===== config.mk =====
export PLATFORM = sky130hd
export DESIGN_NAME = caseless_substring_locator
export DESIGN_NICKNAME = d
export VERILOG_FILES = /design/src/hw/rtl/csl_pkg.sv /design/src/hw/rtl/csl_matcher.sv /design/src/hw/rtl/caseless_substring_locator.sv
export SDC_FILE = /design/constraint.sdc
export NUM_CORES = 2
export LEC_CHECK = 0
export BUFFER_PORTS_ARGS = -buffer_cell sky130_fd_sc_hd__buf_2
export CORE_ASPECT_RATIO = 2
export CORE_MARGIN = 3
export CORE_UTILIZATION = 55
export DETAILED_ROUTE_END_ITERATION = 10
export PLACE_DENSITY = 0.72
export SKIP_CTS_REPAIR_TIMING = 1
export SLEW_MARGIN = 10
export SYNTH_ARGS = -nofsm -noshare
export SYNTH_HDL_FRONTEND = slang
export SYNTH_SLANG_ARGS = --single-unit

===== constraint.sdc =====
create_clock -name clk -period 27.3 [get_ports clk]
set_input_delay 5.46 -clock clk [delete_from_list [all_inputs] [get_ports clk]]
set_output_delay 5.46 -clock clk [all_outputs]
set_load 0.02 [all_outputs]

===== src/hw/rtl/csl_pkg.sv =====
// shared constants, register indexes and the case fold function
// no dependencies; used by the matcher, the top level and the testbench
package csl_pkg;

	localparam int PATTERN_MAX_DEF = 16;
	localparam int CHAR_COUNT = 16;

	localparam logic [7:0] NEWLINE = 8'h0A;
	localparam logic [23:0] LINE_MAX = 24'hFFFFFF;
	localparam logic [15:0] COL_MAX = 16'hFFFF;
	localparam logic signed [16:0] COL_NEWLINE = -17'sd1;

	localparam int CFG_INDEX_W = 2;
	localparam logic [CFG_INDEX_W-1:0] CFG_PATTERN_LENGTH = 2'd0;
	localparam logic [CFG_INDEX_W-1:0] CFG_PATTERN_CHARS_LOW = 2'd1;
	localparam logic [CFG_INDEX_W-1:0] CFG_PATTERN_CHARS_HIGH = 2'd2;

	function automatic logic [7:0] fold_case(input logic [7:0] c);
		if (c >= 8'h41 && c <= 8'h5A) begin
			return c + 8'h20;
		end
		return c;
	endfunction

endpackage


===== src/hw/rtl/csl_matcher.sv =====
// window compare: aligns the folded pattern to the length and checks the byte window
// depends on csl_pkg
module csl_matcher #(
	parameter int PATTERN_MAX = csl_pkg::PATTERN_MAX_DEF
) (
	input  logic [4:0]                                      len,
	input  logic [8*csl_pkg::CHAR_COUNT-1:0]                chars,
	input  logic [PATTERN_MAX-1:0][7:0]                     win,
	input  logic [$clog2(PATTERN_MAX+1)-1:0]                seen,
	output logic                                            hit,
	output logic [((PATTERN_MAX > 1) ? $clog2(PATTERN_MAX) : 1)-1:0] start
);

	localparam int SW = $clog2(PATTERN_MAX + 1);
	localparam int IW = (PATTERN_MAX > 1) ? $clog2(PATTERN_MAX) : 1;

	logic [SW-1:0] len_eff;
	logic [SW-1:0] sh;
	logic [PATTERN_MAX-1:0][7:0] rev;
	logic [PATTERN_MAX-1:0][7:0] aligned;
	logic all_eq;

	always_comb begin
		if (int'(len) > PATTERN_MAX) begin
			len_eff = SW'(PATTERN_MAX);
		end else begin
			len_eff = SW'(len);
		end
	end

	// reversed, folded pattern; characters past the register pair read as zero
	for (genvar m = 0; m < PATTERN_MAX; m++) begin : g_rev
		localparam int K = PATTERN_MAX - 1 - m;
		if (K < csl_pkg::CHAR_COUNT) begin : g_chr
			assign rev[m] = csl_pkg::fold_case(chars[8*K +: 8]);
		end else begin : g_zero
			assign rev[m] = 8'h00;
		end
	end

	assign sh = SW'(PATTERN_MAX) - len_eff;
	assign aligned = rev >> {sh, 3'b000};

	always_comb begin
		all_eq = 1'b1;
		for (int j = 0; j < PATTERN_MAX; j++) begin
			if (SW'(j) < len_eff && csl_pkg::fold_case(win[j]) != aligned[j]) begin
				all_eq = 1'b0;
			end
		end
		hit = (len_eff != '0) && (seen >= len_eff) && all_eq;
	end

	assign start = IW'(len_eff - SW'(1));

endmodule


===== src/hw/rtl/caseless_substring_locator.sv =====
// top level of the caseless substring locator: config registers, text state, result register
// depends on csl_pkg and csl_matcher
//
//  channel | signals                                  | direction
//  in      | in_valid, in_ready, text_byte, last_byte | request in
//  out     | out_valid, out_ready, found, line/column | request out
//  cfg     | cfg_wr_en, cfg_index, cfg_data           | write only
//
// one byte per cycle while in_ready is high; a result is registered after its byte is accepted
// the byte passes an input register, then the window shift and compare load the result register
// in_ready drops only while a result waits on out_ready and the input stage is full
// reset clears config, counters and handshake state; the byte window needs no clear
module caseless_substring_locator #(
	parameter int PATTERN_MAX = csl_pkg::PATTERN_MAX_DEF
) (
	input  logic                            clk,
	input  logic                            arst_n,
	input  logic                            cfg_wr_en,
	input  logic [csl_pkg::CFG_INDEX_W-1:0] cfg_index,
	input  logic [63:0]                     cfg_data,
	input  logic                            in_valid,
	output logic                            in_ready,
	input  logic [7:0]                      text_byte,
	input  logic                            last_byte,
	output logic                            out_valid,
	input  logic                            out_ready,
	output logic                            found,
	output logic [23:0]                     line_index,
	output logic signed [16:0]              column_index
);

	localparam int SW = $clog2(PATTERN_MAX + 1);
	localparam int IW = (PATTERN_MAX > 1) ? $clog2(PATTERN_MAX) : 1;

	logic [4:0]  len_q;
	logic [63:0] chars_lo_q;
	logic [63:0] chars_hi_q;

	logic       valid_s1;
	logic [7:0] byte_s1;
	logic       last_s1;
	logic       advance;

	logic [23:0]   line_q;
	logic [15:0]   col_q;
	logic [SW-1:0] seen_q;
	logic          reported_q;
	logic [PATTERN_MAX-1:0][7:0]  win_q;
	logic [PATTERN_MAX-1:0][23:0] wline_q;
	logic [PATTERN_MAX-1:0][16:0] wcol_q;

	logic [23:0]   line_nxt;
	logic [15:0]   col_nxt;
	logic [SW-1:0] seen_nxt;
	logic [PATTERN_MAX-1:0][7:0]  win_nxt;
	logic [PATTERN_MAX-1:0][23:0] wline_nxt;
	logic [PATTERN_MAX-1:0][16:0] wcol_nxt;

	logic          hit;
	logic [IW-1:0] start;
	logic          result_load;

	logic               out_valid_q;
	logic               found_q;
	logic [23:0]        line_out_q;
	logic signed [16:0] col_out_q;

	// configuration registers
	always_ff @(posedge clk or negedge arst_n) begin
		if (!arst_n) begin
			len_q      <= '0;
			chars_lo_q <= '0;
			chars_hi_q <= '0;
		end else if (cfg_wr_en) begin
			case (cfg_index)
				csl_pkg::CFG_PATTERN_LENGTH:     len_q      <= cfg_data[4:0];
				csl_pkg::CFG_PATTERN_CHARS_LOW:  chars_lo_q <= cfg_data;
				csl_pkg::CFG_PATTERN_CHARS_HIGH: chars_hi_q <= cfg_data;
				default: ;
			endcase
		end
	end

	// input register
	assign advance  = valid_s1 && (!out_valid_q || out_ready);
	assign in_ready = !valid_s1 || advance;

	always_ff @(posedge clk or negedge arst_n) begin
		if (!arst_n) begin
			valid_s1 <= 1'b0;
		end else if (in_ready) begin
			valid_s1 <= in_valid;
		end
	end

	always_ff @(posedge clk) begin
		if (in_valid && in_ready) begin
			byte_s1 <= text_byte;
			last_s1 <= last_byte;
		end
	end

	// position of the incoming byte and the shifted window
	always_comb begin
		if (byte_s1 == csl_pkg::NEWLINE) begin
			line_nxt = (line_q != csl_pkg::LINE_MAX) ? line_q + 24'd1 : line_q;
			col_nxt  = '0;
			wline_nxt[0] = line_nxt;
			wcol_nxt[0]  = csl_pkg::COL_NEWLINE;
		end else begin
			line_nxt = line_q;
			col_nxt  = (col_q != csl_pkg::COL_MAX) ? col_q + 16'd1 : col_q;
			wline_nxt[0] = line_q;
			wcol_nxt[0]  = {1'b0, col_q};
		end
		win_nxt[0] = byte_s1;
		for (int j = 1; j < PATTERN_MAX; j++) begin
			win_nxt[j]   = win_q[j-1];
			wline_nxt[j] = wline_q[j-1];
			wcol_nxt[j]  = wcol_q[j-1];
		end
		seen_nxt = (seen_q != SW'(PATTERN_MAX)) ? seen_q + SW'(1) : seen_q;
	end

	csl_matcher #(
		.PATTERN_MAX(PATTERN_MAX)
	) u_matcher (
		.len   (len_q),
		.chars ({chars_hi_q, chars_lo_q}),
		.win   (win_nxt),
		.seen  (seen_nxt),
		.hit   (hit),
		.start (start)
	);

	assign result_load = advance && !reported_q && (hit || last_s1);

	// text state
	always_ff @(posedge clk or negedge arst_n) begin
		if (!arst_n) begin
			line_q     <= '0;
			col_q      <= '0;
			seen_q     <= '0;
			reported_q <= 1'b0;
		end else if (advance) begin
			if (last_s1) begin
				line_q     <= '0;
				col_q      <= '0;
				seen_q     <= '0;
				reported_q <= 1'b0;
			end else begin
				line_q     <= line_nxt;
				col_q      <= col_nxt;
				seen_q     <= seen_nxt;
				reported_q <= reported_q || hit;
			end
		end
	end

	// window contents are only read below the fill count
	always_ff @(posedge clk) begin
		if (advance) begin
			win_q   <= win_nxt;
			wline_q <= wline_nxt;
			wcol_q  <= wcol_nxt;
		end
	end

	// result register
	always_ff @(posedge clk or negedge arst_n) begin
		if (!arst_n) begin
			out_valid_q <= 1'b0;
		end else if (result_load) begin
			out_valid_q <= 1'b1;
		end else if (out_ready) begin
			out_valid_q <= 1'b0;
		end
	end

	always_ff @(posedge clk) begin
		if (result_load) begin
			found_q <= hit;
			if (hit) begin
				line_out_q <= wline_nxt[start];
				col_out_q  <= wcol_nxt[start];
			end else begin
				line_out_q <= '0;
				col_out_q  <= '0;
			end
		end
	end

	assign out_valid    = out_valid_q;
	assign found        = found_q;
	assign line_index   = line_out_q;
	assign column_index = col_out_q;

endmodule


# Word-level counts from Yosys, hierarchy flattened
# Index checks and enable logic that the tools add are counted.
classes:
  n_mux: 129
  shift: 1
  magnitude_cmp: 83
  addsub: 37
  eq_ne: 22
  reduce_logical: 69
op_table:
  columns: ["operator", "count"]
  rows:
  - ["two-way mux 8 bit", 64]
  - ["adder 8 x 6 -> 8 bit, second input constant", 32]
  - ["greater-or-equal comparator 8 x 7 -> 1 bit, second input constant", 32]
  - ["<= comparator 8 x 7 -> 1 bit, second input constant", 32]
  - ["!= test 8 bit", 16]
  - [">> shifter 128 x 8 -> 128 bit", 1]
  - ["binary-select mux 24 bit (select 4 bit)", 1]
  - ["two-way mux 24 bit", 4]
  - ["binary-select mux 17 bit (select 4 bit)", 1]
  - ["logical AND 1 bit", 54]
  - ["two-way mux 1 bit", 51]
  - ["two-way mux 16 bit", 3]
  - ["< comparator 4 x 5 -> 1 bit, first input constant", 8]
  - ["two-way mux 17 bit", 2]
  - ["adder 24 x 1 -> 24 bit, second input constant", 1]
  - ["!= test 24 bit, second input constant", 1]
  - ["< comparator 3 x 5 -> 1 bit, first input constant", 4]
  - ["adder 16 x 1 -> 16 bit, second input constant", 1]
  - ["!= test 16 bit, second input constant", 1]
  - ["two-way mux 5 bit", 3]
  - ["< comparator 1 x 5 -> 1 bit, first input constant", 2]
  - ["< comparator 2 x 5 -> 1 bit, first input constant", 2]
  - ["== test 8 x 4 -> 1 bit, second input constant", 1]
  - ["AND reduction 2 bit", 4]
  - ["15 further kinds", 20]
totals:
  output_inout_bits: 44
  input_bits: 80
  regBits: 967
  word_cells: 400

# Longest topological paths before layout
depth:
  word_depth: 27
  mapped_depth: 28
  depth_no_buf: 18

# Cells and area by module
# Synthesis repeated with hierarchy kept, for this count alone.
hier_totals:
  hier_cells: 3460
  hier_area_um2: 48039.8
by_module_without_submodules:
  columns: ["module", "area_per_inst_um2", "n_inst", "cells_each", "seq_area_each_um2"]
  rows:
  - ["caseless_substring_locator", 37273.2, 1, 1950, 28132.0]
  - ["csl_matcher", 10766.6, 1, 1510, 0.0]

# Least setup slack after synthesis
# Ideal clock, no wire load.
synth_timing:
  kind: "in2reg"
  start: "in out_ready"
  end: "reg wcol_q, in the netlist wcol_nxt[100] (enable)"
  n_path_buf: 1
  setup_slack_ps: 2201
  t_required_ps: 21560
  setup_time_ps: 5740
  t_arrival_ps: 19359
  path_stages: 4
  path_cell_list: "nand2b_1 nand2_1 clkbuf_1 clkinv_1"
synth_between:
  elab_chain_len: 2
synth_rtl:
  columns: ["item", "line_no", "source"]
  rows:
  - ["from (decl)", "caseless_substring_locator.sv:26", "input logic out_ready,"]
  - ["logical OR 1 bit", "caseless_substring_locator.sv:85", "assign advance = valid_s1 && (!out_valid_q || out_ready);"]
  - ["logical AND 1 bit", "caseless_substring_locator.sv:85", null]
  - ["net advance", "caseless_substring_locator.sv:42", "logic advance;"]
  - ["to (signal assigned)", "caseless_substring_locator.sv:165", "wcol_q <= wcol_nxt;"]
  - ["to (decl)", "caseless_substring_locator.sv:50", "logic [PATTERN_MAX-1:0][16:0] wcol_q;"]
# The timed path passes the listed nets, and every way through them passes these cells.
# A chain may end at the register's enable or synchronous reset.

# Worst setup path after layout
layout_timing:
  start: "in out_ready"
  end: "out in_ready"
layout_between:
  elab_chain_len: 3
layout_rtl:
  columns: ["item", "line_no", "source"]
  rows:
  - ["logical OR 1 bit", "caseless_substring_locator.sv:85", null]
  - ["logical AND 1 bit", "caseless_substring_locator.sv:85", null]
  - ["logical OR 1 bit", "caseless_substring_locator.sv:86", "assign in_ready = !valid_s1 || advance;"]
  - ["to (decl)", "caseless_substring_locator.sv:22", "output logic in_ready,"]
# No other way between the ends.

==> impl_results.md <==
* GR Util met2 at 57.27%
* Overall power consumption at 5031 uW
* DRC errors left at 0
* Maximum clock rate at 86.57 MHz
* Fill cells at 6678
* Startpoint Class: input port
* Synth top area cells: sky130_fd_sc_hd__edfxtp_1 (49%), sky130_fd_sc_hd__mux4_2 (10%), sky130_fd_sc_hd__dfrtp_1 (9.4%)
* Gate count of the mapped netlist at 3489
* Area added between synthesis and finish at 10.53%
* Most frequent CP cell: sky130_fd_sc_hd__buf_2
* Remaining number of nets flagged by the antenna check after routing at 0
* Crit path max-delay cell type: sky130_fd_sc_hd__nand3b_1
* Die ar. at 91180 um2
* Critical Path RT at 21.84 ns
* Port Buffers at 123
* Worst reg2reg path depth at 20
* Number of sinks handled by clock tree synthesis at 967
* Series of cell instances along the critical path: buf_2, nand3b_1, buf_2
* Vertical extent of the die at 424.0 um
* Worst slew slack as a fraction of its limit at 1.324%
* Average size of a mapped cell at 13.77 um2
* Last weighted congestion value of the routability-driven placer at 1.123
* Power Density at 94.70 nW/um2
* Area of the multi-input gates at 19070 um2
* Endpoint class of the critical path: output pin
* Leakage power total at 0.01914 uW
* Met1 Use GR at 37.26%
* Number of buffers created by CTS at 83
* Drt pass-1 iters at 6
* Largest net degree at the start of global routing at 149
* Clock tree from TritonCTS: yes
* Max Transition Viols Final at 0
* Global-route usage over all layers at 36.18%
* Number of nets at the end of the flow at 3728
* Core Footprint at 86150 um2
* Max Buffers Root-to-Sink at 3
* Effective utilization at floorplan at 55.78%
* Part of the Yosys area used for sequential elements at 58.54%
* Most area-hungry cell type in the Yosys netlist: sky130_fd_sc_hd__edfxtp_1
* Transition time at the pin with the least slew margin at 1.477 ns
* Total Negative Setup Slacks at 0 ns
* Synthesized Nets at 3613
* Met3 demand-to-capacity share in global routing at 9.171%
* Num rows at 152
* Minimum clock period after layout at 11.55 ns
* Crit path largest cell delay at 0.26 ns
* Result of the run: finished, final reports clean
* Worst voltage drop across the vdd grid at 64.33 uV
* Clock root buffer: sky130_fd_sc_hd__clkbuf_16
* H-tree Lvls at 3
* Portion of synthesized cell area occupied by the leading cell type at 49.11%
* Synth async-reset ratio at 18.72%
* HPWL after DPL at 114.8 mm
* Period Utilization, post-route at 42.31%
* Yosys Warn Count at 0
* Hold violation total from the final report at 0
* Synth Flop Type: sky130_fd_sc_hd__edfxtp_1
* Share of cells above drive strength 1 at 21.50%
* Vias per std cell at 6.853
* Antenna violations before repair at 8
* Worst Hold Depth at 0
* Starting DRT DRC Count at 3676
* Count of different cell masters after synthesis at 98
* Global-route wire length before repair at 234.3 mm
* Average wire per cell in the routed design at 33.92 um
* Signal arrival time at the worst endpoint at 6.09 ns
* Flip-flop and latch count after synthesis at 967
* Vias at 33114
* Setup repair after global routing missed its margin: false
* Maximum fanout along the worst path at 3
* Layer carrying the most global-route usage: met2
* Path category of the worst min-delay check: reg2reg
* Boundary pin count at 124
* Number of enable flip-flop cells after synthesis at 786
* Critical path class: in2out
* Die Span X at 215.0 um
* Via count of the first global-routing pass at 32677
* Clock latency on the worst-skew pair at 0.70 ns
* Combined area of all synthesized cells at 48060 um2
* Clock-pin slew reported for the worst setup and hold paths after clock tree synthesis at 0.07 ns
* Overflow after GRT at 0
* Final Routed Wirelength at 163.9 mm
* Area occupied by registers at 28130 um2
* Max capacitance violation total at 0
* Post-route clock skew at 0.04012 ns
* # setup viols final at 0
final cells by class:
type,instances,area share (%)
diodes,7,0.03298
clock buffers,117,4.431
clock inverters,34,0.8951
inverters,50,0.4122
multi-input cells,2278,35.89
flip-flops and latches,967,52.96
well taps,1155,2.721
repair buffers,224,2.655
synth_stat cells, types with 46 or more instances:
library cell and n:
sky130_fd_sc_hd__edfxtp_1 786, sky130_fd_sc_hd__nand2_1 301, sky130_fd_sc_hd__mux4_2 219, sky130_fd_sc_hd__dfrtp_1 181
sky130_fd_sc_hd__nor2_1 172, sky130_fd_sc_hd__mux2_2 152, sky130_fd_sc_hd__o21ai_0 136, sky130_fd_sc_hd__a21oi_1 130
sky130_fd_sc_hd__mux2i_1 130, sky130_fd_sc_hd__clkbuf_1 117, sky130_fd_sc_hd__nand3_1 101, sky130_fd_sc_hd__nor3_1 67
sky130_fd_sc_hd__xnor2_1 62, sky130_fd_sc_hd__and3_1 47, sky130_fd_sc_hd__o22ai_1 47, sky130_fd_sc_hd__inv_1 46
stage by stage:
stage | hold slack, ns | cell area (um2) | utilization [%] | setup WS, ns | std cells
after floorplan | 0.4207 | 48060 | - | 2.201 | 3489
after CTS | 0.4103 | 52990 | 61.51 | 15.74 | 4818
after global routing | 0.4240 | 53110 | 61.64 | 15.73 | 4827
after global placement | 0.4228 | 50160 | 58.22 | 15.74 | 4667
after detailed placement | 0.4278 | 50160 | 58.22 | 15.74 | 4667
final | 0.4157 | 53120 | 61.66 | 15.75 | 4832
where the power goes:
part / internal [uW] / switching (uW) / total (uW)
clock network: 702 / 551 / 1250
registers: 1800 / 191 / 1990
logic: 637 / 1150 / 1790
total: 3140 / 1890 / 5030
cells by family (layout without fill, tap and decap cells):
family / Yosys count / in the layout / synth area share [%]
simple gates: 931 / 931 / 9.653
xor+xnor: 105 / 105 / 1.945
compound gates: 696 / 696 / 9.995
mux: 502 / 502 / 16.56
flops: 967 / 967 / 58.54
buf+inv: 244 / 425 / 2.171
other cells: 0 / 7 / 0
fa+ha+maj: 44 / 44 / 1.146
worst max-delay path: cells and delay by family:
family | cells | cell delay [ns]
buffers and inverters | 2 | 0.37
AND/OR/NAND/NOR | 1 | 0.26
metal layers:
metal	part of all wire, %	wire length, um
met2	47	76350
met4	14	23340
met3	7.4	12130
met1	32	52080
met5	0.017	28
layout by cell type (no fill, tap or decap), types with 34 or more instances in the layout:
cell | synthesis | layout
sky130_fd_sc_hd__inv_1 | 46 | 46
sky130_fd_sc_hd__buf_2 | 38 | 122
sky130_fd_sc_hd__a21oi_1 | 130 | 129
sky130_fd_sc_hd__and2_1 | 34 | 34
sky130_fd_sc_hd__and3_1 | 47 | 47
sky130_fd_sc_hd__mux2i_1 | 130 | 125
sky130_fd_sc_hd__mux4_2 | 219 | 219
sky130_fd_sc_hd__a31oi_1 | 44 | 43
sky130_fd_sc_hd__nor3_1 | 67 | 63
sky130_fd_sc_hd__buf_4 | 8 | 95
sky130_fd_sc_hd__nand2_1 | 301 | 301
sky130_fd_sc_hd__mux2_2 | 152 | 152
sky130_fd_sc_hd__ha_1 | 44 | 43
sky130_fd_sc_hd__dfrtp_1 | 181 | 181
sky130_fd_sc_hd__edfxtp_1 | 786 | 786
sky130_fd_sc_hd__nor2_1 | 172 | 172
sky130_fd_sc_hd__xor2_1 | 41 | 40
sky130_fd_sc_hd__o21ai_0 | 136 | 134
sky130_fd_sc_hd__clkbuf_16 | 0 | 87
sky130_fd_sc_hd__o22ai_1 | 47 | 47
sky130_fd_sc_hd__xnor2_1 | 62 | 60
sky130_fd_sc_hd__nand3_1 | 101 | 100
registers in the layout, indices dropped and copies added, names as in the netlist:
name,flops
byte_s1,8
chars_hi_q,64
chars_lo_q,64
col_q,16
column_index,17
found,1
last_s1,1
len_q,5
line_index,24
line_q,24
out_valid,1
reported_q,1
seen_q,5
valid_s1,1
wcol_nxt,255
win_nxt,120
wline_nxt,360
worst paths after layout:
check                      slack (ns)          endpoint          start
max                             15.75          in_ready      out_ready
min                              0.42     wcol_nxt[240]  wcol_nxt[223]
max reg2reg                     18.93  column_index[10]       len_q[0]
min reg2reg                      0.42     wcol_nxt[240]  wcol_nxt[223]
max in group asynchronous       21.29     chars_hi_q[9]         arst_n
min in group asynchronous        4.70    chars_lo_q[52]         arst_n
No activity file was read; power rests on OpenSTA's default activity.
